`src/rtl/sers_pkg.sv`:
```
// ----------------------------------------------------------------------------
// sers_pkg
// Types and constants shared by the equal-range search core.
// ----------------------------------------------------------------------------
`default_nettype none

package sers_pkg;

	localparam int DEPTH_DEF = 1024;
	localparam int DATA_W    = 32;
	localparam int OUT_IDX_W = 11;

	localparam logic [OUT_IDX_W-1:0] NOT_FOUND = '1;

	localparam logic KIND_LOAD  = 1'b0;
	localparam logic KIND_QUERY = 1'b1;

	typedef struct packed {
		logic                     start;
		logic signed [DATA_W-1:0] target;
	} req_t;

	typedef struct packed {
		logic                 valid;
		logic [OUT_IDX_W-1:0] first_index;
		logic [OUT_IDX_W-1:0] last_index;
	} rsp_t;

	typedef struct packed {
		logic lt;
		logic eq;
		logic gt;
	} cmp_t;

endpackage

`default_nettype wire

```
`src/rtl/sers_cmp.sv`:
```
// ----------------------------------------------------------------------------
// sers_cmp
// Shared two's-complement signed comparator of a stored element against the target.
// ----------------------------------------------------------------------------
`default_nettype none

module sers_cmp (
	input  wire logic signed [sers_pkg::DATA_W-1:0] element,
	input  wire logic signed [sers_pkg::DATA_W-1:0] target,
	output sers_pkg::cmp_t                          result
);
	import sers_pkg::*;

	always_comb begin
		result.lt = (element < target);
		result.eq = (element == target);
		result.gt = (element > target);
	end

endmodule

`default_nettype wire

```
`src/rtl/sers_seq.sv`:
```
// ----------------------------------------------------------------------------
// sers_seq
// Query sequencer: bounds checks, bisection and outward scan of equal entries.
// ----------------------------------------------------------------------------
`default_nettype none

module sers_seq #(
	parameter int DEPTH = sers_pkg::DEPTH_DEF,
	parameter int IDX_W = (DEPTH > 1) ? $clog2(DEPTH) : 1,
	parameter int CNT_W = $clog2(DEPTH + 1)
) (
	input  wire logic                                clk,
	input  wire logic                                arst_n,
	input  sers_pkg::req_t                           req,
	input  wire logic [CNT_W-1:0]                    count,
	output logic                                     busy,
	output logic [IDX_W-1:0]                         rd_addr,
	input  wire logic signed [sers_pkg::DATA_W-1:0]  rd_data,
	input  wire logic                                rsp_ready,
	output sers_pkg::rsp_t                           rsp
);
	import sers_pkg::*;

	localparam int PTR_W = CNT_W + 1;

	typedef enum logic [11:0] {
		S_IDLE  = 12'b0000_0000_0001,
		S_RD_LO = 12'b0000_0000_0010,
		S_CK_LO = 12'b0000_0000_0100,
		S_RD_HI = 12'b0000_0000_1000,
		S_CK_HI = 12'b0000_0001_0000,
		S_BS_RD = 12'b0000_0010_0000,
		S_BS_CK = 12'b0000_0100_0000,
		S_SL_RD = 12'b0000_1000_0000,
		S_SL_CK = 12'b0001_0000_0000,
		S_SR_RD = 12'b0010_0000_0000,
		S_SR_CK = 12'b0100_0000_0000,
		S_DONE  = 12'b1000_0000_0000
	} state_t;

	state_t                    state_q;
	logic signed [DATA_W-1:0]  target_q;
	logic signed [PTR_W-1:0]   left_q;
	logic signed [PTR_W-1:0]   right_q;
	logic [IDX_W-1:0]          mid_q;
	logic [IDX_W-1:0]          a_q;
	logic [IDX_W-1:0]          b_q;
	logic                      hit_q;

	logic [CNT_W-1:0]          cnt_m1;
	logic [CNT_W:0]            sum;
	logic [CNT_W-1:0]          mid;
	logic signed [PTR_W-1:0]   mid_ext;
	logic [IDX_W-1:0]          a_m1;
	logic [CNT_W-1:0]          b_nxt;
	logic [IDX_W+OUT_IDX_W-1:0] a_wide;
	logic [IDX_W+OUT_IDX_W-1:0] b_wide;
	cmp_t                      cmp;

	sers_cmp u_cmp (
		.element(rd_data),
		.target (target_q),
		.result (cmp)
	);

	always_comb begin
		cnt_m1  = count - CNT_W'(1);
		sum     = {1'b0, left_q[CNT_W-1:0]} + {1'b0, right_q[CNT_W-1:0]};
		mid     = sum[CNT_W:1];
		mid_ext = PTR_W'(mid_q);
		a_m1    = a_q - IDX_W'(1);
		b_nxt   = CNT_W'(b_q) + CNT_W'(1);
		a_wide  = {{OUT_IDX_W{1'b0}}, a_q};
		b_wide  = {{OUT_IDX_W{1'b0}}, b_q};
	end

	always_comb begin
		case (state_q)
			S_RD_HI: rd_addr = cnt_m1[IDX_W-1:0];
			S_BS_RD: rd_addr = mid[IDX_W-1:0];
			S_SL_RD: rd_addr = a_m1;
			S_SR_RD: rd_addr = b_nxt[IDX_W-1:0];
			default: rd_addr = '0;
		endcase
	end

	always_ff @(posedge clk or negedge arst_n) begin
		if (!arst_n) begin
			state_q <= S_IDLE;
			hit_q   <= 1'b0;
		end else begin
			case (state_q)
				S_IDLE: begin
					if (req.start) begin
						if (count == '0) begin
							hit_q   <= 1'b0;
							state_q <= S_DONE;
						end else begin
							state_q <= S_RD_LO;
						end
					end
				end
				S_RD_LO: state_q <= S_CK_LO;
				S_CK_LO: begin
					if (cmp.gt) begin
						hit_q   <= 1'b0;
						state_q <= S_DONE;
					end else begin
						state_q <= S_RD_HI;
					end
				end
				S_RD_HI: state_q <= S_CK_HI;
				S_CK_HI: begin
					if (cmp.lt) begin
						hit_q   <= 1'b0;
						state_q <= S_DONE;
					end else begin
						state_q <= S_BS_RD;
					end
				end
				S_BS_RD: begin
					if (left_q <= right_q) begin
						state_q <= S_BS_CK;
					end else begin
						hit_q   <= 1'b0;
						state_q <= S_DONE;
					end
				end
				S_BS_CK: begin
					if (cmp.eq) begin
						state_q <= S_SL_RD;
					end else begin
						state_q <= S_BS_RD;
					end
				end
				S_SL_RD: begin
					if (a_q == '0) begin
						state_q <= S_SR_RD;
					end else begin
						state_q <= S_SL_CK;
					end
				end
				S_SL_CK: begin
					if (cmp.eq) begin
						state_q <= S_SL_RD;
					end else begin
						state_q <= S_SR_RD;
					end
				end
				S_SR_RD: begin
					if (b_nxt >= count) begin
						hit_q   <= 1'b1;
						state_q <= S_DONE;
					end else begin
						state_q <= S_SR_CK;
					end
				end
				S_SR_CK: begin
					if (cmp.eq) begin
						state_q <= S_SR_RD;
					end else begin
						hit_q   <= 1'b1;
						state_q <= S_DONE;
					end
				end
				S_DONE: begin
					if (rsp_ready) begin
						state_q <= S_IDLE;
					end
				end
				default: state_q <= S_IDLE;
			endcase
		end
	end

	always_ff @(posedge clk) begin
		case (state_q)
			S_IDLE: begin
				target_q <= req.target;
			end
			S_CK_HI: begin
				left_q  <= '0;
				right_q <= {1'b0, cnt_m1};
			end
			S_BS_RD: begin
				mid_q <= mid[IDX_W-1:0];
			end
			S_BS_CK: begin
				if (cmp.gt) begin
					right_q <= mid_ext - PTR_W'(1);
				end else if (cmp.lt) begin
					left_q <= mid_ext + PTR_W'(1);
				end else begin
					a_q <= mid_q;
					b_q <= mid_q;
				end
			end
			S_SL_CK: begin
				if (cmp.eq) begin
					a_q <= a_m1;
				end
			end
			S_SR_CK: begin
				if (cmp.eq) begin
					b_q <= b_nxt[IDX_W-1:0];
				end
			end
			default: begin
			end
		endcase
	end

	always_comb begin
		busy            = (state_q != S_IDLE);
		rsp.valid       = (state_q == S_DONE) && rsp_ready;
		rsp.first_index = hit_q ? a_wide[OUT_IDX_W-1:0] : NOT_FOUND;
		rsp.last_index  = hit_q ? b_wide[OUT_IDX_W-1:0] : NOT_FOUND;
	end

endmodule

`default_nettype wire

```
`config.mk`:
```
export PLATFORM = sky130hd
export DESIGN_NAME = sers_seq
export DESIGN_NICKNAME = d
export VERILOG_FILES = /design/src/rtl/sers_pkg.sv /design/src/rtl/sers_cmp.sv /design/src/rtl/sers_seq.sv
export SDC_FILE = /design/constraint.sdc
export NUM_CORES = 1
export LEC_CHECK = 0
export ABC_AREA = 1
export ABC_CLOCK_PERIOD_IN_PS = 4400
export CORE_ASPECT_RATIO = 0.6
export CORE_MARGIN = 10
export CORE_UTILIZATION = 40
export CTS_CLUSTER_DIAMETER = 50
export DETAILED_ROUTE_END_ITERATION = 6
export DONT_BUFFER_PORTS = 1
export SLEW_MARGIN = 5
export SYNTH_ARGS = -nofsm -noshare
export SYNTH_HDL_FRONTEND = slang
export SYNTH_SLANG_ARGS = --single-unit
```
`constraint.sdc`:
```
create_clock -name clk -period 4.4 [get_ports clk]
set_clock_uncertainty 0.1 [all_clocks]
set_input_delay 0.22 -clock clk [delete_from_list [all_inputs] [get_ports clk]]
set_output_delay 0.22 -clock clk [all_outputs]
set_load 0.01 [all_outputs]
```
==> flow_summary.ini <==
[outcome]
status = complete, no violations

[setup_path]
crit_path_end_kind = primary output
cp.required_ps = 4080
worstPathCellList = ha_1, fa_1, nand3_1, nand2_1, a21oi_2, o21ai_1, a21o_1, a21o_1, nand2_1, nand3_1, nand2_1
crit_arrival_ps = 2670
worstPathMaxFanout = 3
startpoint_type = flip-flop
cpPeakStageDelay_ps = 410
critical_path.most_common_cell = nand2_1
critical_path_class = reg -> out
crit_path_top_delay_cell = fa_1

[logic_synthesis]
yosysSeqAreaShare_pct = 42.2
synthCells = 806
yosysUniqueCellTypes = 53
ys_seq_elements = 98
synth_top_area_cell = edfxtp_1
yosysTopAreaCellShare_pct = 37.4
synth_common_cells = 164 x nand2_1, 144 x inv_1, 85 x edfxtp_1, 69 x ha_1, 68 x nor2_1
ys.flop_type = edfxtp_1
syn_nets = 955
synth_area_sq_um = 6820
avgSynthCellArea_sq_um = 8.47
synth-async-reset-ratio_pct = 13.3
synthTopCellsByArea = edfxtp_1 37%, ha_1 13%, nand2_1 9.0%
synth_edf_count = 85
yosys_warnings = 0
synth.most_common_cell = nand2_1

[pwr]
power.density_nw_per_um2 = 370
p_sw_mw = 1.00
sw_frac_of_total_pct = 35.0
p_int_mw = 1.86
pwr-share-clk_pct = 27.7
total_power_mw = 2.86
combPwrFrac_pct = 27.9
irDropWorstVdd_v = 0.000214
p_seq_share_pct = 44.4
leakage_nw = 3.54

[finish]
drive_above_1_share_pct = 7.29
areaGrowthSynthToFinish_pct = 13.4
fin_cells = 1079
nets = 995
num_antenna_cells = 0
utilization_pct = 47.0
final_area_sq_um = 7740

[global_route]
grtUsageMet1_pct = 25.9
use_met3_pct = 6.26
busiest_layer = met1
gr-usage-met2_pct = 22.7
grt.total_usage_pct = 17.2
grt_antenna_before_repair = 0
grt_max_degree = 36
grt_overflow = 0
grt_pass1_wl_um = 30200
grt_pass1_vias = 5109

[flow_run]
cap_violations = 0

[die]
io_pins = 113
dieArea_sq_um = 22900
num_rows = 36
core_sq_um = 16500
die_y_um = 121
initial_utilization_pct = 41.4
die_w_um = 189

[clock_network]
cts_num_sinks = 98
clk_pin_slew_ps = 80
cts_tree = yes
cts_made_buffers = 9
htree_num_levels = 3
post_cts_resized = 0
clkLatencyLatePin_ps = 360
cts-root-buf = clkbuf_16
postCtsHoldBufs = 35
post-cts-setup-buffers = 0
cts_buffer_depth = 2

[hold_path]
hold_class = in -> reg

[timing]
finalHoldViolCount = 0
finalMaxSlewViolations = 0
finalSetupViolCount = 0
rsz0062_at_grt = false
max_freq_mhz = 335
worst_slew_pin_slew_ps = 829
fin_tns_setup_ps = 0
fin_crit_sh_pct = 67.9
whs_ps = 24.1
slew_headroom_pct = 44.5
post-route-min-period_ps = 2990
fin_ws_ps = 1410

[route]
via_count = 5443
antenna_left = 0
drt_iter0_markers = 470
routed_wl_um = 19900
dr.pass1.iters = 5
vias_per_cell = 5.04
drc = 0
wire_per_inst_um = 18.5

[placement]
place_ws_ps = 1540
io_buffers = 0
placed_area_sq_um = 7100
post-place-cells = 1028
hpwl_um = 16500
place_congestion = 0.948
-- metal layers --
layer | routed length, um | share of wire [%]
met4 | 165 | 0.83
met2 | 7500 | 38
met5 | 0 | 0
met3 | 2110 | 11
met1 | 10200 | 51
-- area by class of cell --
class	instances	area [sq um]
clock buffers	9	225
clock inverters	7	70.1
fillers	1656	8740
inverters	156	586
multi-input cells	542	3320
flip-flops and latches	98	2880
well taps	228	285
repair buffers	39	380
-- power groups by stage --
stage	Sequential [mW]	Combinational, mW	Clock [mW]
floorplan	1.25	0.638	0
global placement	1.28	0.774	0
detailed placement	1.29	0.785	0
CTS	1.27	0.818	0.816
global route	1.29	0.929	0.841
finish	1.27	0.798	0.794
-- flip-flops by register name, indices dropped and copies added, names as in the netlist --
signal / cells
a_q: 10
mid_q: 10
left_q: 11
right_q: 12
hit_q: 1
target_q: 32
b_q: 10
state_q: 12
-- logic make-up after synthesis --
family	after synthesis	share of synthesized area (%)
flip-flops	98	42.2
adder cells (fa/ha/maj)	70	12.9
buffers and inverters	166	9.22
AO/OA/AOI/OAI	118	9.88
AND/OR/NAND/NOR	324	21.9
XOR/XNOR	29	3.72
multiplexers	1	0.147
-- cell usage in the layout (no fill, tap or decap), drive strengths merged, types with 4 or more instances in the layout --
cell / netlist / final
a21o: 4 / 4
a21oi: 44 / 44
a31oi: 6 / 6
buf: 4 / 4
clkbuf: 6 / 9
dfrtp: 12 / 12
dlygate4sd3: 0 / 35
edfxtp: 85 / 85
ha: 69 / 69
inv: 156 / 160
nand2: 173 / 173
nand3: 31 / 31
nand4: 10 / 10
nor2: 77 / 77
nor3: 17 / 17
o21ai: 43 / 43
o22ai: 4 / 4
or2: 4 / 4
xnor2: 4 / 4
xor2: 25 / 25
-- worst max-delay path: cells and delay by family (launching register included) --
family                     cells  cell delay (ps)
adders and majority gates      2              670
AOI/OAI and AO/OA              4              720
and+or+nand+nor                5              510
DFF                            1              400
-- path summary, 6_finish.rpt --
path | from | to | slack [ps] | cells past startpoint
min | rsp_ready | state_q[0]$_DFFE_PN1P_ | 20 | 2
max in group asynchronous | arst_n | state_q[6]$_DFFE_PN0P_ | 3520 | 1
min in group asynchronous | arst_n | state_q[8]$_DFFE_PN0P_ | 230 | 1
max reg2reg | b_q[0]$_DFFE_PP_ | hit_q$_DFFE_PN0P_ | 1500 | 19
min reg2reg | a_q[8]$_DFFE_PP_ | state_q[8]$_DFFE_PN0P_ | 490 | 2
max | left_q[0]$_SDFFCE_PN0P_ | rd_addr[9] | 1410 | 11
No activity file was read; power rests on OpenSTA's default activity.
